<file path="src/rtl/mtc_pkg.sv">
// ----------------------------------------------------------------------------
// Transport controller package
// Command codes, display modes, limits and shared types of the transport
// controller.
// ----------------------------------------------------------------------------
package mtc_pkg;

    typedef logic [3:0] t_cmd;

    // Commands decoded from the pulse count.
    localparam t_cmd CMD_NONE      = 4'd0;
    localparam t_cmd CMD_PLAY      = 4'd1;
    localparam t_cmd CMD_SEEK_BACK = 4'd2;
    localparam t_cmd CMD_SEEK_FWD  = 4'd3;
    localparam t_cmd CMD_UP        = 4'd4;
    localparam t_cmd CMD_DOWN      = 4'd5;
    localparam t_cmd CMD_OSD       = 4'd6;
    localparam t_cmd CMD_RESTART   = 4'd7;
    localparam t_cmd CMD_MONO      = 4'd8;
    localparam t_cmd CMD_REWIND    = 4'd9;
    localparam t_cmd CMD_STEP      = 4'd10;

    // On-screen display modes.
    localparam logic [1:0] OSD_PLAIN  = 2'd0;
    localparam logic [1:0] OSD_TIME   = 2'd1;
    localparam logic [1:0] OSD_BRIGHT = 2'd2;

    localparam logic [6:0] SEEK_MIN    = 7'd2;
    localparam logic [6:0] SEEK_MAX    = 7'd64;
    localparam logic [7:0] REPEAT_MAX  = 8'd255;
    localparam logic [3:0] LEVEL_MAX   = 4'd15;
    localparam logic [1:0] MUTE_FIELDS = 2'd2;
    localparam logic [3:0] CMD_SAT_16  = 4'd10;

    // Field count and the two values derived from it at write time.
    typedef struct packed {
        logic [31:0] fc;
        logic [31:0] fc_m1;
        logic [31:0] fc_m2;
    } t_count;

    // Field movement requested by the command logic.
    typedef struct packed {
        logic              restart;
        logic              step;
        logic              play_next;
        logic signed [12:0] seek;
    } t_seek_ctl;

    // Player settings after one word.
    typedef struct packed {
        logic       is_playing;
        logic [3:0] volume_level;
        logic [3:0] brightness_level;
        logic [1:0] display_mode;
        logic       mono;
        logic [1:0] mute_left;
        logic [6:0] seek_step;
    } t_settings;

    // Saturate the pulse count to a command code.
    function automatic t_cmd cmd_sat(input logic [15:0] pulses);
        t_cmd c;
        c = (pulses > 16'(CMD_SAT_16)) ? CMD_SAT_16 : pulses[3:0];
        return c;
    endfunction

    // True when the repeat count has reached a nonzero multiple of thirty.
    function automatic logic is_double_point(input logic [7:0] rep);
        logic hit;
        case (rep) inside
            8'd30, 8'd60, 8'd90, 8'd120, 8'd150, 8'd180, 8'd210, 8'd240: hit = 1'b1;
            default: hit = 1'b0;
        endcase
        return hit;
    endfunction

endpackage

</file>
<file path="src/rtl/mtc_in_if.sv">
// ----------------------------------------------------------------------------
// Transport controller input channel
// Valid/ready channel that carries one field-end event word.
// ----------------------------------------------------------------------------
interface mtc_in_if;
    logic        valid;
    logic        ready;
    logic [15:0] pulse_count;
    logic [7:0]  field_rate;
    logic        in_title;

    modport source (output valid, output pulse_count, output field_rate,
                    output in_title, input ready);
    modport sink   (input valid, input pulse_count, input field_rate,
                    input in_title, output ready);
endinterface

</file>
<file path="src/rtl/mtc_out_if.sv">
// ----------------------------------------------------------------------------
// Transport controller output channel
// Valid/ready channel that carries one result word per event.
// ----------------------------------------------------------------------------
interface mtc_out_if;
    logic        valid;
    logic        ready;
    logic [31:0] field_number;
    logic [31:0] lookahead_field;
    logic        reached_end;
    logic        is_playing;
    logic [3:0]  volume_level;
    logic [3:0]  brightness_level;
    logic [1:0]  display_mode;
    logic        mono;
    logic [1:0]  mute_left;
    logic [6:0]  seek_step;

    modport source (output valid, output field_number, output lookahead_field,
                    output reached_end, output is_playing, output volume_level,
                    output brightness_level, output display_mode, output mono,
                    output mute_left, output seek_step, input ready);
    modport sink   (input valid, input field_number, input lookahead_field,
                    input reached_end, input is_playing, input volume_level,
                    input brightness_level, input display_mode, input mono,
                    input mute_left, input seek_step, output ready);
endinterface

</file>
<file path="src/rtl/mtc_settings.sv">
// ----------------------------------------------------------------------------
// Transport controller settings
// Command handling: play state, seek speed, volume, brightness, display mode,
// monochrome and mute countdown.
// ----------------------------------------------------------------------------
module mtc_settings (
    input  logic                i_clk,
    input  logic                i_rst_n,
    input  logic                i_fire,
    input  logic                i_title,
    input  mtc_pkg::t_cmd       i_cmd,
    input  logic [7:0]          i_rate,
    input  logic                i_end,
    output mtc_pkg::t_seek_ctl  o_ctl,
    output mtc_pkg::t_settings  o_next
);

    mtc_pkg::t_cmd r_last_cmd, n_last_cmd;
    logic [7:0]    r_repeat, p_repeat, n_repeat;
    logic [6:0]    r_speed, p_speed, n_speed;
    logic [1:0]    r_mute, p_mute, n_mute;
    logic [3:0]    r_volume, n_volume;
    logic [3:0]    r_bright, n_bright;
    logic [1:0]    r_osd, n_osd;
    logic          r_mono, n_mono;
    logic          r_play, n_play;

    logic          fresh;
    logic [7:0]    speed_dbl;
    logic [12:0]   spd_ext;
    logic [12:0]   rate_x10;

    assign fresh    = (i_cmd != r_last_cmd);
    assign speed_dbl = {r_speed, 1'b0};
    assign rate_x10 = {2'b00, i_rate, 3'b000} + {4'b0000, i_rate, 1'b0};

    // Command decode and settings update before the end-of-stream rule.
    always_comb begin
        n_last_cmd = r_last_cmd;
        p_repeat   = r_repeat;
        p_speed    = r_speed;
        p_mute     = r_mute;
        n_volume   = r_volume;
        n_bright   = r_bright;
        n_osd      = r_osd;
        n_mono     = r_mono;
        n_play     = r_play;
        spd_ext    = 13'd0;
        o_ctl      = '0;
        if (i_title) begin
            n_last_cmd = mtc_pkg::CMD_NONE;
        end else begin
            n_last_cmd = i_cmd;
            p_mute = (r_mute != 2'd0) ? r_mute - 2'd1 : r_mute;

            // Seek repeat counting; speed doubles at every thirtieth repeat.
            if (i_cmd == mtc_pkg::CMD_SEEK_BACK || i_cmd == mtc_pkg::CMD_SEEK_FWD) begin
                if (fresh) begin
                    p_repeat = 8'd0;
                    p_speed  = mtc_pkg::SEEK_MIN;
                end else begin
                    p_repeat = (r_repeat != mtc_pkg::REPEAT_MAX) ? r_repeat + 8'd1
                                                                 : r_repeat;
                    if (mtc_pkg::is_double_point(p_repeat)) begin
                        p_speed = (speed_dbl > {1'b0, mtc_pkg::SEEK_MAX}) ?
                                  mtc_pkg::SEEK_MAX : speed_dbl[6:0];
                    end
                end
                spd_ext = {6'd0, p_speed};
                o_ctl.seek = (i_cmd == mtc_pkg::CMD_SEEK_BACK) ? -spd_ext : spd_ext;
            end else begin
                p_repeat = 8'd0;
                p_speed  = mtc_pkg::SEEK_MIN;
            end

            // One-shot commands act only on a change of command.
            if (fresh) begin
                case (i_cmd)
                    mtc_pkg::CMD_PLAY: begin
                        n_play = ~r_play;
                    end
                    mtc_pkg::CMD_UP: begin
                        if (r_osd == mtc_pkg::OSD_BRIGHT) begin
                            if (r_bright != mtc_pkg::LEVEL_MAX) n_bright = r_bright + 4'd1;
                        end else if (r_volume != mtc_pkg::LEVEL_MAX) begin
                            n_volume = r_volume + 4'd1;
                        end
                    end
                    mtc_pkg::CMD_DOWN: begin
                        if (r_osd == mtc_pkg::OSD_BRIGHT) begin
                            if (r_bright != 4'd0) n_bright = r_bright - 4'd1;
                        end else if (r_volume != 4'd0) begin
                            n_volume = r_volume - 4'd1;
                        end
                    end
                    mtc_pkg::CMD_OSD: begin
                        n_osd = (r_osd == mtc_pkg::OSD_BRIGHT) ? mtc_pkg::OSD_PLAIN
                                                               : r_osd + 2'd1;
                    end
                    mtc_pkg::CMD_RESTART: begin
                        o_ctl.restart = 1'b1;
                        n_play        = 1'b1;
                    end
                    mtc_pkg::CMD_MONO: begin
                        n_mono = ~r_mono;
                    end
                    mtc_pkg::CMD_REWIND: begin
                        o_ctl.seek = -rate_x10;
                    end
                    mtc_pkg::CMD_STEP: begin
                        n_play     = 1'b0;
                        o_ctl.step = 1'b1;
                    end
                    default: begin
                    end
                endcase
            end
            o_ctl.play_next = n_play;
        end
    end

    // Running past the end resets the seek state and mutes audio.
    always_comb begin
        n_repeat = p_repeat;
        n_speed  = p_speed;
        n_mute   = p_mute;
        if (i_end) begin
            n_repeat = 8'd0;
            n_speed  = mtc_pkg::SEEK_MIN;
            n_mute   = mtc_pkg::MUTE_FIELDS;
        end
    end

    assign o_next.is_playing       = n_play;
    assign o_next.volume_level     = n_volume;
    assign o_next.brightness_level = n_bright;
    assign o_next.display_mode     = n_osd;
    assign o_next.mono             = n_mono;
    assign o_next.mute_left        = n_mute;
    assign o_next.seek_step        = n_speed;

    // State registers advance once per processed word.
    always_ff @(posedge i_clk) begin
        if (!i_rst_n) begin
            r_last_cmd <= mtc_pkg::CMD_NONE;
            r_repeat   <= 8'd0;
            r_speed    <= mtc_pkg::SEEK_MIN;
            r_mute     <= 2'd0;
            r_volume   <= mtc_pkg::LEVEL_MAX;
            r_bright   <= mtc_pkg::LEVEL_MAX;
            r_osd      <= mtc_pkg::OSD_PLAIN;
            r_mono     <= 1'b0;
            r_play     <= 1'b1;
        end else if (i_fire) begin
            r_last_cmd <= n_last_cmd;
            r_repeat   <= n_repeat;
            r_speed    <= n_speed;
            r_mute     <= n_mute;
            r_volume   <= n_volume;
            r_bright   <= n_bright;
            r_osd      <= n_osd;
            r_mono     <= n_mono;
            r_play     <= n_play;
        end
    end

endmodule

</file>
<file path="src/rtl/mtc_field_unit.sv">
// ----------------------------------------------------------------------------
// Transport controller field unit
// Holds the current field and works out the next and lookahead fields,
// folding requests before the start or past the end while keeping parity.
// ----------------------------------------------------------------------------
module mtc_field_unit (
    input  logic               i_clk,
    input  logic               i_rst_n,
    input  logic               i_fire,
    input  logic               i_title,
    input  mtc_pkg::t_seek_ctl i_ctl,
    input  mtc_pkg::t_count    i_count,
    output logic [31:0]        o_field,
    output logic [31:0]        o_lookahead,
    output logic               o_end
);

    logic [31:0] r_cur_field;
    logic [33:0] base;
    logic [33:0] req;
    logic [33:0] req_fold;
    logic        ge_end;

    assign base = {2'b00, r_cur_field};

    // Requested field: restart, seek, single step or normal play.
    always_comb begin
        if (i_ctl.restart) begin
            req = 34'd0;
        end else if (i_ctl.seek != 13'sd0) begin
            req = base + {{21{i_ctl.seek[12]}}, i_ctl.seek};
        end else if (i_ctl.step || i_ctl.play_next) begin
            req = base + 34'd1;
        end else begin
            req = base;
        end
    end

    // A negative request lands on field 0 or 1 with the same parity.
    assign req_fold = req[33] ? {33'd0, req[0]} : req;
    assign ge_end   = (req_fold[32:0] >= {1'b0, i_count.fc});

    // A title word gives field 0; past the end it folds to the last two fields, keeping parity.
    always_comb begin
        if (i_title) begin
            o_field = 32'd0;
            o_end   = 1'b0;
        end else if (ge_end) begin
            o_field = i_count.fc_m2 + {31'd0, req_fold[0] ^ i_count.fc[0]};
            o_end   = 1'b1;
        end else begin
            o_field = req_fold[31:0];
            o_end   = 1'b0;
        end
    end

    assign o_lookahead = (o_field == i_count.fc_m1) ? i_count.fc_m2 : o_field + 32'd1;

    always_ff @(posedge i_clk) begin
        if (!i_rst_n) begin
            r_cur_field <= 32'd0;
        end else if (i_fire) begin
            r_cur_field <= o_field;
        end
    end

endmodule

</file>
<file path="src/rtl/movie_transport_controller_top.sv">
// A word accepted into the input register moves to the result register when
// the result register is free, and is offered on the output from there.
// One word per cycle while the output side is ready; the input register and
// the result register each take a new word whenever the stage after them moves.
// The field update (seek add, end compare and fold) sits between them.
// Reset (i_rst_n low, synchronous) empties both stages, restores the player
// settings and sets the field count to two.
// ----------------------------------------------------------------------------
// Transport controller top level
// Input register, command and field logic, and the result register.
// ----------------------------------------------------------------------------
module movie_transport_controller_top (
    input  logic         i_clk,
    input  logic         i_rst_n,
    input  logic         i_cfg_we,
    input  logic [31:0]  i_cfg_wdata,
    mtc_in_if.sink       i_in_if,
    mtc_out_if.source    o_out_if
);

    logic               r_in_valid;
    mtc_pkg::t_cmd      r_cmd;
    logic [7:0]         r_rate;
    logic               r_title;

    logic               r_out_valid;
    logic [31:0]        r_out_field;
    logic [31:0]        r_out_look;
    logic               r_out_end;
    mtc_pkg::t_settings r_out_set;

    mtc_pkg::t_count    r_count;
    logic [31:0]        cfg_eff;

    logic               in_accept;
    logic               out_free;
    logic               fire;
    mtc_pkg::t_seek_ctl ctl;
    mtc_pkg::t_settings set_next;
    logic [31:0]        field_next;
    logic [31:0]        look_next;
    logic               end_next;

    // Handshake: the input stage moves when the result register is free.
    assign out_free       = !r_out_valid || o_out_if.ready;
    assign fire           = r_in_valid && out_free;
    assign i_in_if.ready  = !r_in_valid || fire;
    assign in_accept      = i_in_if.valid && i_in_if.ready;

    // Field count register; counts below two act as two.
    assign cfg_eff = (i_cfg_wdata < 32'd2) ? 32'd2 : i_cfg_wdata;

    always_ff @(posedge i_clk) begin
        if (!i_rst_n) begin
            r_count.fc    <= 32'd2;
            r_count.fc_m1 <= 32'd1;
            r_count.fc_m2 <= 32'd0;
        end else if (i_cfg_we) begin
            r_count.fc    <= cfg_eff;
            r_count.fc_m1 <= cfg_eff - 32'd1;
            r_count.fc_m2 <= cfg_eff - 32'd2;
        end
    end

    // Input register.
    always_ff @(posedge i_clk) begin
        if (!i_rst_n) begin
            r_in_valid <= 1'b0;
        end else if (in_accept) begin
            r_in_valid <= 1'b1;
        end else if (fire) begin
            r_in_valid <= 1'b0;
        end
    end

    always_ff @(posedge i_clk) begin
        if (in_accept) begin
            r_cmd   <= mtc_pkg::cmd_sat(i_in_if.pulse_count);
            r_rate  <= i_in_if.field_rate;
            r_title <= i_in_if.in_title;
        end
    end

    mtc_settings u_settings (
        .i_clk   (i_clk),
        .i_rst_n (i_rst_n),
        .i_fire  (fire),
        .i_title (r_title),
        .i_cmd   (r_cmd),
        .i_rate  (r_rate),
        .i_end   (end_next),
        .o_ctl   (ctl),
        .o_next  (set_next)
    );

    mtc_field_unit u_field (
        .i_clk       (i_clk),
        .i_rst_n     (i_rst_n),
        .i_fire      (fire),
        .i_title     (r_title),
        .i_ctl       (ctl),
        .i_count     (r_count),
        .o_field     (field_next),
        .o_lookahead (look_next),
        .o_end       (end_next)
    );

    // Result register.
    always_ff @(posedge i_clk) begin
        if (!i_rst_n) begin
            r_out_valid <= 1'b0;
        end else if (fire) begin
            r_out_valid <= 1'b1;
        end else if (o_out_if.ready) begin
            r_out_valid <= 1'b0;
        end
    end

    always_ff @(posedge i_clk) begin
        if (fire) begin
            r_out_field <= field_next;
            r_out_look  <= look_next;
            r_out_end   <= end_next;
            r_out_set   <= set_next;
        end
    end

    assign o_out_if.valid            = r_out_valid;
    assign o_out_if.field_number     = r_out_field;
    assign o_out_if.lookahead_field  = r_out_look;
    assign o_out_if.reached_end      = r_out_end;
    assign o_out_if.is_playing       = r_out_set.is_playing;
    assign o_out_if.volume_level     = r_out_set.volume_level;
    assign o_out_if.brightness_level = r_out_set.brightness_level;
    assign o_out_if.display_mode     = r_out_set.display_mode;
    assign o_out_if.mono             = r_out_set.mono;
    assign o_out_if.mute_left        = r_out_set.mute_left;
    assign o_out_if.seek_step        = r_out_set.seek_step;

    // An end fold always restarts the two-field mute and the seek speed.
    a_end_mutes: assert property (@(posedge i_clk) disable iff (!i_rst_n)
        (r_out_valid && r_out_end) |->
        (r_out_set.mute_left == mtc_pkg::MUTE_FIELDS &&
         r_out_set.seek_step == mtc_pkg::SEEK_MIN))
        else $error("end fold without mute and seek reset");

    // Seek speed is a power of two from two to sixty-four.
    a_seek_pow2: assert property (@(posedge i_clk) disable iff (!i_rst_n)
        r_out_valid |-> ($onehot(r_out_set.seek_step) && !r_out_set.seek_step[0]))
        else $error("seek speed not a power of two");

    // A title word always yields field zero with no end.
    a_title_zero: assert property (@(posedge i_clk) disable iff (!i_rst_n)
        (fire && r_title) |=> (r_out_field == 32'd0 && !r_out_end))
        else $error("title word did not give field zero");

    // A held input word is not lost while the result side stalls.
    a_in_hold: assert property (@(posedge i_clk) disable iff (!i_rst_n)
        (r_in_valid && !out_free) |=> r_in_valid)
        else $error("input word dropped during stall");

endmodule

</file>
<file path="src/flat_wrapper.sv">
// flat-port wrapper written by rule: the top's interface ports become plain ports
module movie_transport_controller_top_flat 
  (i_clk, i_rst_n, i_cfg_we, i_cfg_wdata, i_in_if_valid, i_in_if_pulse_count, i_in_if_field_rate, i_in_if_in_title, i_in_if_ready, o_out_if_valid, o_out_if_field_number, o_out_if_lookahead_field, o_out_if_reached_end, o_out_if_is_playing, o_out_if_volume_level, o_out_if_brightness_level, o_out_if_display_mode, o_out_if_mono, o_out_if_mute_left, o_out_if_seek_step, o_out_if_ready);
  mtc_in_if i_in_if_i ();
  mtc_out_if o_out_if_i ();
  input  logic i_clk;
  input  logic i_rst_n;
  input  logic i_cfg_we;
  input  logic [31:0] i_cfg_wdata;
  input wire logic [$bits(i_in_if_i.valid)-1:0] i_in_if_valid;
  input wire logic [$bits(i_in_if_i.pulse_count)-1:0] i_in_if_pulse_count;
  input wire logic [$bits(i_in_if_i.field_rate)-1:0] i_in_if_field_rate;
  input wire logic [$bits(i_in_if_i.in_title)-1:0] i_in_if_in_title;
  output wire logic [$bits(i_in_if_i.ready)-1:0] i_in_if_ready;
  output wire logic [$bits(o_out_if_i.valid)-1:0] o_out_if_valid;
  output wire logic [$bits(o_out_if_i.field_number)-1:0] o_out_if_field_number;
  output wire logic [$bits(o_out_if_i.lookahead_field)-1:0] o_out_if_lookahead_field;
  output wire logic [$bits(o_out_if_i.reached_end)-1:0] o_out_if_reached_end;
  output wire logic [$bits(o_out_if_i.is_playing)-1:0] o_out_if_is_playing;
  output wire logic [$bits(o_out_if_i.volume_level)-1:0] o_out_if_volume_level;
  output wire logic [$bits(o_out_if_i.brightness_level)-1:0] o_out_if_brightness_level;
  output wire logic [$bits(o_out_if_i.display_mode)-1:0] o_out_if_display_mode;
  output wire logic [$bits(o_out_if_i.mono)-1:0] o_out_if_mono;
  output wire logic [$bits(o_out_if_i.mute_left)-1:0] o_out_if_mute_left;
  output wire logic [$bits(o_out_if_i.seek_step)-1:0] o_out_if_seek_step;
  input wire logic [$bits(o_out_if_i.ready)-1:0] o_out_if_ready;
  assign i_in_if_i.valid = i_in_if_valid;
  assign i_in_if_i.pulse_count = i_in_if_pulse_count;
  assign i_in_if_i.field_rate = i_in_if_field_rate;
  assign i_in_if_i.in_title = i_in_if_in_title;
  assign i_in_if_ready = i_in_if_i.ready;
  assign o_out_if_valid = o_out_if_i.valid;
  assign o_out_if_field_number = o_out_if_i.field_number;
  assign o_out_if_lookahead_field = o_out_if_i.lookahead_field;
  assign o_out_if_reached_end = o_out_if_i.reached_end;
  assign o_out_if_is_playing = o_out_if_i.is_playing;
  assign o_out_if_volume_level = o_out_if_i.volume_level;
  assign o_out_if_brightness_level = o_out_if_i.brightness_level;
  assign o_out_if_display_mode = o_out_if_i.display_mode;
  assign o_out_if_mono = o_out_if_i.mono;
  assign o_out_if_mute_left = o_out_if_i.mute_left;
  assign o_out_if_seek_step = o_out_if_i.seek_step;
  assign o_out_if_i.ready = o_out_if_ready;
  movie_transport_controller_top u_core (.i_clk(i_clk), .i_rst_n(i_rst_n), .i_cfg_we(i_cfg_we), .i_cfg_wdata(i_cfg_wdata), .i_in_if(i_in_if_i), .o_out_if(o_out_if_i));
endmodule
</file>
<file path="config.mk">
export PLATFORM = sky130hd
export DESIGN_NAME = movie_transport_controller_top_flat
export DESIGN_NICKNAME = d
export VERILOG_FILES = /design/src/rtl/mtc_pkg.sv /design/src/rtl/mtc_in_if.sv /design/src/rtl/mtc_out_if.sv /design/src/rtl/mtc_settings.sv /design/src/rtl/mtc_field_unit.sv /design/src/rtl/movie_transport_controller_top.sv /design/src/flat_wrapper.sv
export SDC_FILE = /design/constraint.sdc
export NUM_CORES = 1
export LEC_CHECK = 0
export ABC_CLOCK_PERIOD_IN_PS = 21400
export BUFFER_PORTS_ARGS = -buffer_cell sky130_fd_sc_hd__buf_2
export CAP_MARGIN = 20
export CORE_MARGIN = 2
export CORE_UTILIZATION = 36
export CTS_CLUSTER_DIAMETER = 30
export CTS_CLUSTER_SIZE = 24
export DETAILED_ROUTE_END_ITERATION = 10
export MAX_ROUTING_LAYER = met4
export PLACE_DENSITY = 0.49
export SLEW_MARGIN = 20
export SYNTH_ARGS = -nofsm -noshare
export SYNTH_HDL_FRONTEND = slang
export SYNTH_SLANG_ARGS = --single-unit
</file>
<file path="constraint.sdc">
create_clock -name i_clk -period 21.4 [get_ports i_clk]
set_input_delay 1.07 -clock i_clk [delete_from_list [all_inputs] [get_ports i_clk]]
set_output_delay 1.07 -clock i_clk [all_outputs]
set_load 0.02 [all_outputs]
</file>
# After elaboration in Yosys (flattened, before gate mapping)

Index checks and enable logic that the tools add are counted.

Output and inout bits: 88
Logic and storage cells: 159
Bits in registers: 262

Mux-type cells: 67
Bitwise operators: 3
Add/subtract/negate cells: 16
Magnitude comparators: 4
Eq/ne operators: 25
Reductions and logical operators: 16

Operators by type and width:

| kind                    | number |
|---|---|
| $mux W32                | 4 |
| $mux W34                | 2 |
| $mux W33                | 2 |
| $mux W7                 | 8 |
| $mux W13                | 4 |
| $mux W4                 | 13 |
| $mux W8                 | 5 |
| $add A33 B13 Y34        | 1 |
| $add A32 B1 Y33 const B | 1 |
| $ge A33 B32 Y1          | 1 |
| $add A32 B1 Y32         | 1 |
| $add A32 B1 Y32 const B | 1 |
| $eq A32 B32 Y1          | 1 |
| $eq A8 B8 Y1 const B    | 4 |
| $lt A32 B2 Y1 const B   | 1 |
| $sub A32 B1 Y32 const B | 1 |
| $sub A32 B2 Y32 const B | 1 |
| $mux W1                 | 17 |
| $eq A4 B3 Y1 const B    | 4 |
| $eq A8 B7 Y1 const B    | 2 |
| $gt A16 B4 Y1 const B   | 1 |
| $mux W16                | 1 |
| $mux W2                 | 8 |
| $pmux W4 S2             | 2 |
| other kinds (30)        | 45 |

# Logic depth before layout (Yosys ltp)

Gate-level depths: netlist of the first run.

Depth in word-level cells: 29
Gate-level depth with buffers: 50
Gate-level depth less buffers: 43

# By module

A second synthesis of the first run with hierarchy kept.

Cells, all modules: 2,268
Area, all modules: 19,377.3 um^2

By module, submodules not included:

| module                         | cells an instance | sequential area each (um^2) | times used | area each (um^2) |
|---|---|---|---|---|
| mtc_field_unit                 | 1,164             | 640.6                       | 1          | 8,424.3 |
| movie_transport_controller_top | 642               | 4,914.7                     | 1          | 7,651.1 |
| mtc_settings                   | 462               | 660.6                       | 1          | 3,301.9 |

# Worst setup path after synthesis of the first run

No wires, ideal clock.

Path kind: flip-flop to flip-flop
Start point: register u_core.u_settings.r_repeat[0]
End point: register u_core.r_out_look[30] (netlist: u_core.o_out_if.lookahead_field[30]) (data pin)
Stages on the path, launching flop included: 47
Slack: 10,924 ps
Arrival: 10,216 ps
Path through: dfxtp_1 -> ha_1 -> nand4_1 -> or3_1 -> o21ai_1 -> nand3_1 -> buf_4 -> a221oi_1 -> ha_1 -> inv_1 -> a31oi_1 -> nand4_1 -> nand3_1 -> and3_1 -> buf_2 -> inv_1 -> ha_1 -> clkbuf_1 -> [... 11 more ...] -> o21ai_0 -> a221oi_1 -> a21oi_1 -> or3_1 -> clkbuf_1 -> or2_2 -> nor4_4 -> a21oi_4 -> buf_4 -> a2111o_1 -> inv_1 -> ha_1 -> o2111ai_1 -> nand4bb_1 -> nor4_1 -> nand3_1 -> xnor2_1 -> mux2_4

Cells in the longest elaborated chain, start to end: 28

Ends and longest elaborated chain:

| what                                                     | RTL line                              | source |
|---|---|---|
| from (decl)                                              | mtc_settings.sv:19                    | `logic [7:0] r_repeat, p_repeat, n_repeat;` |
| from (signal assigned)                                   | mtc_settings.sv:156                   | `r_repeat <= n_repeat;` |
| $add A8 B1 Y8 / $ne A8 B8 Y1 (equally long branches)     | mtc_settings.sv:62                    | `p_repeat = (r_repeat != mtc_pkg::REPEAT_MAX) ? r_repeat + 8'd1` |
| $mux W8 *                                                | mtc_settings.sv:62                    |  |
| $eq A8 B5 Y1 (tied with other cells)                     | mtc_settings.sv:64                    | `if (mtc_pkg::is_double_point(p_repeat)) begin` |
| $reduce_or A8 Y1 *                                       | mtc_pkg.sv:71                         | `case (rep) inside` |
| $mux W1 *                                                | mtc_pkg.sv:71                         |  |
| $mux W1 *                                                | mtc_settings.sv:58                    | `if (fresh) begin` |
| $mux W1 *                                                | mtc_settings.sv:57                    | `if (i_cmd == mtc_pkg::CMD_SEEK_BACK \|\| i_cmd == mtc_pkg::CMD_SEEK_FWD) begin` |
| $mux W1 *                                                | mtc_settings.sv:50                    | `if (i_title) begin` |
| [... 14 more ...]                                        | -                                     |  |
| $xor A1 B1 Y1                                            | mtc_field_unit.sv:49                  | `o_field = i_count.fc_m2 + {31'd0, req_fold[0] ^ i_count.fc[0]};` |
| $add A32 B1 Y32                                          | mtc_field_unit.sv:49                  |  |
| $mux W32 *                                               | mtc_field_unit.sv:48                  | `end else if (ge_end) begin` |
| $mux W32 *                                               | mtc_field_unit.sv:45                  | `if (i_title) begin` |
| named net u_core.field_next[1]                           | movie_transport_controller_top.sv:40  | `logic [31:0] field_next;` |
| $add A32 B1 Y32 / $eq A32 B32 Y1 (equally long branches) | mtc_field_unit.sv:57                  | `assign o_lookahead = (o_field == i_count.fc_m1) ? i_count.fc_m2 : o_field + 32'd1;` |
| $mux W32 *                                               | mtc_field_unit.sv:57                  |  |
| named net u_core.look_next[30]                           | movie_transport_controller_top.sv:41  | `logic [31:0] look_next;` |
| to (signal assigned)                                     | movie_transport_controller_top.sv:122 | `r_out_look <= look_next;` |
| to (decl)                                                | movie_transport_controller_top.sv:28  | `logic [31:0] r_out_look;` |

The timed path passes the listed nets; every way through them passes the cells marked *. The select of a mux whose other input is x is not followed.
A chain may end at the register's enable or synchronous reset.

# Worst setup path in the final report of the first run

Start point: register u_core.u_settings.r_repeat[0]
End point: register u_core.r_out_look[28] (netlist: u_core.o_out_if.lookahead_field[28]) (data pin)

The elaborated chain is that of the path after synthesis.

==> results.txt, run 1 <==
----------------------------------------------------
[Yosys]
  Post-synth design cell area ... a little over 20000 sq um
  Number of flops mapped to enable cells by yosys ... 99
  Top cell types by occurrence after synthesis ... sky130_fd_sc_hd__nand2_1, sky130_fd_sc_hd__nor2_1, sky130_fd_sc_hd__dfxtp_1, sky130_fd_sc_hd__clkbuf_1, sky130_fd_sc_hd__o21ai_0
  Largest family of logic cells by synthesized area ... simple AND/OR/NAND/NOR gates
  Most frequent cell after synthesis ... sky130_fd_sc_hd__nand2_1
  Fraction of post-synthesis cell area in the top cell type by area ... 15.9%
  Synthesis Warnings ... 0
  Synthesized netlist cell count ... 2476
  Synth top area cells ... sky130_fd_sc_hd__dfxtp_1, sky130_fd_sc_hd__edfxtp_1, sky130_fd_sc_hd__nand2_1
  Mapped Nets ... between 2k and 3k
  Area leader, netlist ... sky130_fd_sc_hd__dfxtp_1
  Adder-cell area share of the yosys netlist ... between 5 and 6%
  Dominant synthesized flop cell ... sky130_fd_sc_hd__dfxtp_1
  Synth Area per Inst ... 8.25 sq um
  Simple-gate portion of the synthesized area ... 24.9%
  Portion of the post-synthesis area used by sequential elements ... 30.4%
  Proportion of synthesized flip-flops having asynchronous set or reset ... 0%
  Area share of xor/xnor cells in the synthesized design ... under 10%
  Number of storage elements in the synthesis netlist ... 261
  Area fraction in compound gates after synthesis ... 19.4%
  Post-synthesis cell type count ... 102
  Mux share of post-synthesis cell area ... 5.64%

[Drt]
  Post-detailed-route DRC marker count ... 0
  Pre-Repair DR Iteration Count ... 5
  Remaining number of nets flagged by the antenna check after routing ... 0
  Average vias per placed instance ... just under 6
  Average wire per cell in the routed design ... between 20 and 25 um
  Routed wire length ... between 70 and 80 mm
  Number of DRC violations after detailed-routing iteration 0 ... 1763
  DR vias ... slightly below 20k

[CTS]
  Number of sinks on the clock net ... about 260
  CTS H-Tree Depth ... 3
  Root buffer selected by CTS ... sky130_fd_sc_hd__clkbuf_16
  Clock-pin slew on the worst setup and hold paths ... approximately 0.040 ns
  Number of buffers inserted by post-CTS setup repair ... 0
  Number of buffers on the longest clock path ... 3
  CTS resizes ... 0
  Clock buffer count from CTS ... 75
  Number of buffers inserted for hold repair after clock tree synthesis ... 0
  Clock latency on the worst-skew pair ... 0.60 ns
  Clock tree from TritonCTS ... built

[Finish]
  Number of cells in the finished layout apart from fillers ... 3399
  Area grow syn2layout ... 19.0%
  Antenna fix cells ... 0
  Fraction of layout instances using a drive strength above 1 ... 15.1%
  Nets ... 2743

[Power]
  Sequential group share of total power ... between 20% and 30%
  Leakage power of the design ... 9.84 nW
  Cell-internal power ... 1.45 mW
  Largest vdd supply drop ... 0.0705 mV
  Share of power burned in combinational logic ... 16.0%
  Net switching component of the power ... 0.573 mW
  Total power divided by cell area ... ~83 nW/um^2
  Overall power ... between 2 and 2.5 mW
  Switching power as a share of total power ... 28.4%
  Part of the total power dissipated in the clock network ... 55.3%

[Hold path]
  Min-delay worst type ... flip-flop to flip-flop

[Global route]
  Maximum number of pins on one net before global-route repair ... 105
  Aggregate global routing overflow ... 0
  Vias in the first global route ... 18.8k
  Initial antenna violation count ... 0
  Wire length of the first global-routing pass ... approximately 120 mm
  All-layer global routing usage ... 27.2%

[STA]
  Final max-slew violation count ... 0
  Final total negative setup slack ... 0 ns
  Maximum clock frequency ... 0.0703 GHz
  Worst rel slew slack ... 27.9%
  Final worst-path cycle share ... 66.5%
  Least-Margin Pin Slew ... 1.07 ns
  Layout Skew ... 0.0182 ns
  RSZ-0062 raised after global routing ... no
  Worst hold margin ... 0.476 ns
  Minimum clock period ... 14.23 ns
  Worst Slack Setup Final ... between 7 and 8 ns
  Final number of hold-violating endpoints ... 0
  Final setup fails ... 0

[Floorplan]
  Number of core rows ... 87
  Number of top-level design ports ... 150
  Placeable Area ... 56300 sq um
  Overall die height ... 242 um
  Die area ... 58700 sq um
  Die W ... 242 um
  Starting utilization of the core area ... 36.3%

[Setup path]
  Flop2flop setup slack ... 7.17 ns
  Most frequent cell on the critical path ... sky130_fd_sc_hd__ha_1
  Cell with the largest stage delay on the worst path ... sky130_fd_sc_hd__or4_1
  Critical setup path kind ... flip-flop to flip-flop
  CP required ... 21.75 ns
  Crit Path Max Fanout ... 24
  Critical path's top delay family ... simple AND/OR/NAND/NOR gates
  Crit start category ... flip-flop
  Longest individual stage delay on the worst path ... 0.62 ns
  Buffer and inverter count on the worst path ... 4
  Endpoint type of the worst setup path ... flip-flop
  Endpoint arrival time on the critical path ... 14.58 ns

[Placed design]
  Inst Count DP ... 3265
  Final weighted congestion in routability-driven placement ... 0.943
  Worst setup slack before clock tree synthesis ... 7.46 ns
  Count of buffers inserted at the top-level ports ... 149
  HPWL after detailed placement ... 60.0 mm

[Job]
  Number of max-cap violations ... 0

[Outcome]
  Result of the run ... completed

----------------------------------------------------
==> sequential cells by signal, indices dropped and copies added (netlist names), 4 cells and up <==
signal                            cells
u_core.o_out_if.brightness_level      4
u_core.o_out_if.field_number         32
u_core.o_out_if.lookahead_field      32
u_core.o_out_if.seek_step             7
u_core.o_out_if.volume_level          4
u_core.r_cmd                          4
u_core.r_count                       95
u_core.r_rate                         8
u_core.u_field.r_cur_field           32
u_core.u_settings.r_bright            4
u_core.u_settings.r_last_cmd          4
u_core.u_settings.r_repeat            8
u_core.u_settings.r_speed             7
u_core.u_settings.r_volume            4
==> power by group through the flow <==
| stage | Combinational [mW] | Sequential (mW) | Clock, mW |
|---|---|---|---|
| 6_report | 0.323 | 0.581 | 1.12 |
| 5_1_grt | 0.347 | 0.583 | 1.17 |
| 4_1_cts | 0.318 | 0.581 | 1.14 |
| 3_5_place_dp | 0.317 | 0.589 | 0 |
| 3_3_place_gp | 0.316 | 0.588 | 0 |
| 2_1_floorplan | 0.205 | 0.584 | 0 |
==> layer usage <==
layer / GRT usage (%) / vias up / wire, um
met5: - / - / 0
met4: 8.02 / 0 / 2220
met3: 4.56 / 143 / 5140
met2: 41.3 / 747 / 35200
met1: 37.2 / 9570 / 36900
li1: - / 9244 / -
==> path summary, 6_finish.rpt <==
check | endpoint | startpoint | depth (start not counted)
setup / recovery | u_core.o_out_if.lookahead_field[28]$_DFFE_PP_ | u_core.u_settings.r_repeat[0]$_SDFFE_PN0P_ | 42
hold / removal | u_core.r_count[52]$_SDFFE_PN0P_ | u_core.r_count[52]$_SDFFE_PN0P_ | 1
setup reg to reg | u_core.o_out_if.lookahead_field[28]$_DFFE_PP_ | u_core.u_settings.r_repeat[0]$_SDFFE_PN0P_ | 42
hold reg to reg | u_core.r_count[52]$_SDFFE_PN0P_ | u_core.r_count[52]$_SDFFE_PN0P_ | 1
==> cells by family after synthesis <==
family | count (synthesis)
AND/OR/NAND/NOR | 1018
adder cells (fa/ha/maj) | 95
buffers and inverters | 256
AO/OA/AOI/OAI | 547
flip-flops | 261
XOR/XNOR | 200
multiplexers | 99
==> layout make-up <==
class / count / area [sq um]
sequential: 261 / 6220
tap: 756 / 946
timing repair buffer: 185 / 1020
fill: 5615 / 32000
clock inverter: 29 / 374
multi-input combinational: 1959 / 13200
clock buffer: 105 / 2170
inverter: 104 / 393
==> per-stage QoR <==
| stage | instance area [sq um] | util, % |
|---|---|---|
| finish | 24300 | 43.2 |
| detailed placement | 21700 | 38.6 |
| global placement | 21700 | 38.6 |
| floorplan | 20400 | - |
| global route | 24300 | 43.2 |
| CTS | 24300 | 43.2 |
==> cells in the final DEF, fill, tap and decap left out, types with 100 or more instances in the layout <==
master,synthesis,layout
sky130_fd_sc_hd__buf_2,11,147
sky130_fd_sc_hd__dfxtp_1,162,162
sky130_fd_sc_hd__inv_1,101,101
sky130_fd_sc_hd__nand2_1,334,334
sky130_fd_sc_hd__nor2_1,169,169
sky130_fd_sc_hd__o21ai_0,108,108
sky130_fd_sc_hd__xnor2_1,100,100
sky130_fd_sc_hd__xor2_1,100,100
==> worst reg2reg max path: cells and delay by family (launching register included) <==
kind	cells	cell delay [ns]
flops	1	0.46
fa+ha+maj	5	1.79
xor+xnor	1	0.14
buf+inv	4	0.86
simple gates	14	5.60
compound gates	16	4.70
mux	2	0.42
Power figures use the tool's default switching activity.
==> run 2: changes to the inputs <==
ABC_CLOCK_PERIOD_IN_PS = 14400   (was 21400)
clock period = 14.4 ns   (was 21.4 ns; I/O delays follow)
==> run 2 against run 1 <==
- first-iteration DRC count up 3.4%
- setup slack worse by 6.0 ns
- via count down 0.41%
- routed wire length down 0.46%
- die area unchanged
- register-to-register slack worse by 6.0 ns
- global-route usage down 0.18 points
- critical path depth up 1
- clock power up 50%
- sequential share of layout area down 0.12 points
- largest cell class unchanged
- flip-flop and latch count unchanged
==> results.txt, run 2 (same netlist as run 1, synthesis figures left out) <==
----------------------------------------------------
[STA]
  Final total negative setup slack ... 0 ns (unchanged)
  Final setup fails ... 0 (unchanged)
  Final number of hold-violating endpoints ... 0 (unchanged)
  Layout Skew ... 0.0249 ns (+0.00669 ns)
  RSZ-0062 raised after global routing ... no
  Minimum clock period ... 13.19 ns (-1.04 ns)
  Maximum clock frequency ... 0.0758 GHz (+7.9%)
  Worst hold margin ... 0.302 ns (-0.174 ns)
  Worst rel slew slack ... 25.8% (-2.1 points)
  Final max-slew violation count ... 0 (unchanged)
  Least-Margin Pin Slew ... 1.11 ns (+0.0417 ns)
  Final worst-path cycle share ... 91.6% (+25 points)

[Drt]
  Pre-Repair DR Iteration Count ... 5 (unchanged)
  DR vias ... 19.6k (-0.41%)
  Average wire per cell in the routed design ... 23.2 um (-0.78%)
  Routed wire length ... 79.1 mm (-0.46%)
  Average vias per placed instance ... 5.75 (-0.73%)
  Remaining number of nets flagged by the antenna check after routing ... 0 (unchanged)
  Post-detailed-route DRC marker count ... 0 (unchanged)
  Number of DRC violations after detailed-routing iteration 0 ... 1823 (+3.4%)

[Floorplan]
  Die W ... 242 um (unchanged)
  Overall die height ... 242 um (unchanged)
  Die area ... 58700 sq um (unchanged)
  Number of top-level design ports ... 150 (unchanged)
  Number of core rows ... 87 (unchanged)
  Starting utilization of the core area ... 36.3% (unchanged)
  Placeable Area ... 56300 sq um (unchanged)

[Setup path]
  Length in cells of the worst reg-to-reg path ... 43 (+2.4%)
  Crit Path Max Fanout ... 24 (unchanged)
  Cell with the largest stage delay on the worst path ... sky130_fd_sc_hd__nor4_4
  Critical setup path kind ... flip-flop to flip-flop
  Endpoint type of the worst setup path ... flip-flop
  Launch instance of the worst register-to-register path ... u_core.u_settings.r_repeat[0]$_SDFFE_PN0P_
  Endpoint arrival time on the critical path ... 13.54 ns (-1.04 ns)
  Longest individual stage delay on the worst path ... 0.59 ns (-0.03 ns)
  Flop2flop setup slack ... 1.21 ns (-5.96 ns)
  Startpoint of the most critical setup path ... u_core.u_settings.r_repeat[0]$_SDFFE_PN0P_
  R2R Path End ... u_core.o_out_if.lookahead_field[30]$_DFFE_PP_
  CP required ... 14.75 ns (-7.00 ns)
  Crit start category ... flip-flop

[Finish]
  Most frequent cells in the layout ... sky130_fd_sc_hd__nand2_1, sky130_fd_sc_hd__nor2_1, sky130_fd_sc_hd__dfxtp_1
  Fraction of layout instances using a drive strength above 1 ... 15.7% (+0.65 points)
  Register containing the most flip-flops in the final layout ... u_core.r_count
  Flip-flop count of the largest register, all copies and words added ... 95 (unchanged)
  Most common cell after layout, fill and taps aside ... sky130_fd_sc_hd__nand2_1
  Antenna fix cells ... 0 (unchanged)
  Nets ... 2751 (+0.29%)
  Area grow syn2layout ... 19.6%

[Global route]
  Vias in the first global route ... 18.6k (-1.1%)
  Wire length of the first global-routing pass ... 118 mm (-0.64%)
  Aggregate global routing overflow ... 0 (unchanged)
  Initial antenna violation count ... 0 (unchanged)
  Maximum number of pins on one net before global-route repair ... 116 (+10%)
  All-layer global routing usage ... 27.0% (-0.18 points)

[Hold path]
  Min-delay worst type ... input pin to flip-flop
  Count of cells along the worst hold path ... 1 (unchanged)
  Hold endpoint ... u_core.r_rate[7]$_DFFE_PP_
  Launch point of the worst hold path ... i_in_if_field_rate[7]

[CTS]
  Number of buffers on the longest clock path ... 3 (unchanged)
  Clock tree from TritonCTS ... built
  Root buffer selected by CTS ... sky130_fd_sc_hd__clkbuf_16
  CTS resizes ... 0 (unchanged)
  CTS H-Tree Depth ... 3 (unchanged)
  Number of sinks on the clock net ... 261 (unchanged)
  Number of buffers inserted for hold repair after clock tree synthesis ... 0 (unchanged)
  Number of buffers inserted by post-CTS setup repair ... 0 (unchanged)
  Clock buffer count from CTS ... 73 (-2.7%)
  Clock-pin slew on the worst setup and hold paths ... 0.05 ns (about the same)
  Clock latency on the worst-skew pair ... 0.60 ns (about the same)

[Placed design]
  Final weighted congestion in routability-driven placement ... 0.955 (+1.3%)
  HPWL after detailed placement ... 59.8 mm (-0.32%)
  Count of buffers inserted at the top-level ports ... 149 (unchanged)

[Power]
  Leakage power of the design ... 9.87 nW (+0.29%)
  Largest vdd supply drop ... 0.137 mV (+94%)
  Total power divided by cell area ... 124 nW/um^2 (+49%)

[Job]
  Number of max-cap violations ... 0 (unchanged)

[Outcome]
  Result of the run ... completed

----------------------------------------------------
run 2: report_power, final:
part | switching (mW) | internal (mW)
Sequential | 0.0434 | 0.816
Clock | 0.512 | 1.16
Combinational | 0.320 | 0.170
run 2: how the worst max path moves through the flow:
| stage | endpoint | cells after the start |
|---|---|---|
| floorplan | u_core.o_out_if.lookahead_field[30]$_DFFE_PP_ | 46 |
| global placement | u_core.o_out_if.lookahead_field[30]$_DFFE_PP_ | 43 |
| detailed placement | u_core.o_out_if.lookahead_field[30]$_DFFE_PP_ | 43 |
| CTS | u_core.o_out_if.lookahead_field[30]$_DFFE_PP_ | 43 |
| global route | u_core.o_out_if.lookahead_field[30]$_DFFE_PP_ | 43 |
| finish | u_core.o_out_if.lookahead_field[30]$_DFFE_PP_ | 43 |
run 2: critical path, delay by kind of cell (launching register included):
family	cells	cell delay, ns
compound gates	15	3.92
xor+xnor	1	0.16
fa+ha+maj	5	1.69
buf+inv	5	1.08
flops	1	0.47
mux	2	0.39
simple gates	15	5.22
run 2: per-layer routing:
layer	up-vias	routed length, um	GRT usage (%)
li1	9270	-	-
met1	9500	37400	37.8
met2	730	35100	40.8
met3	123	4960	4.01
met4	0	1680	6.92
met5	-	0	-
run 2: cell type report:
| cell class | count | area, sq um |
|---|---|---|
| fillers | 5679 | 31900 |
| multi-input cells | 1959 | 13200 |
| flip-flops and latches | 261 | 6220 |
| clock buffers | 86 | 1980 |
| repair buffers | 195 | 1100 |
| well taps | 756 | 946 |
| clock inverters | 49 | 612 |
| inverters | 104 | 393 |
run 2: through the flow:
stage | utilization [%] | worst slack [ns] | cells | cell area, sq um | total power [mW]
floorplan | - | 3.92 | 2476 | 20400 | 1.17
global placement | 38.8 | 1.77 | 3275 | 21800 | 1.35
detailed placement | 38.8 | 1.37 | 3275 | 21800 | 1.35
CTS | 43.4 | 1.33 | 3410 | 24400 | 3.04
global route | 43.4 | 0.416 | 3410 | 24400 | 3.13
finish | 43.4 | 1.21 | 3410 | 24400 | 3.02
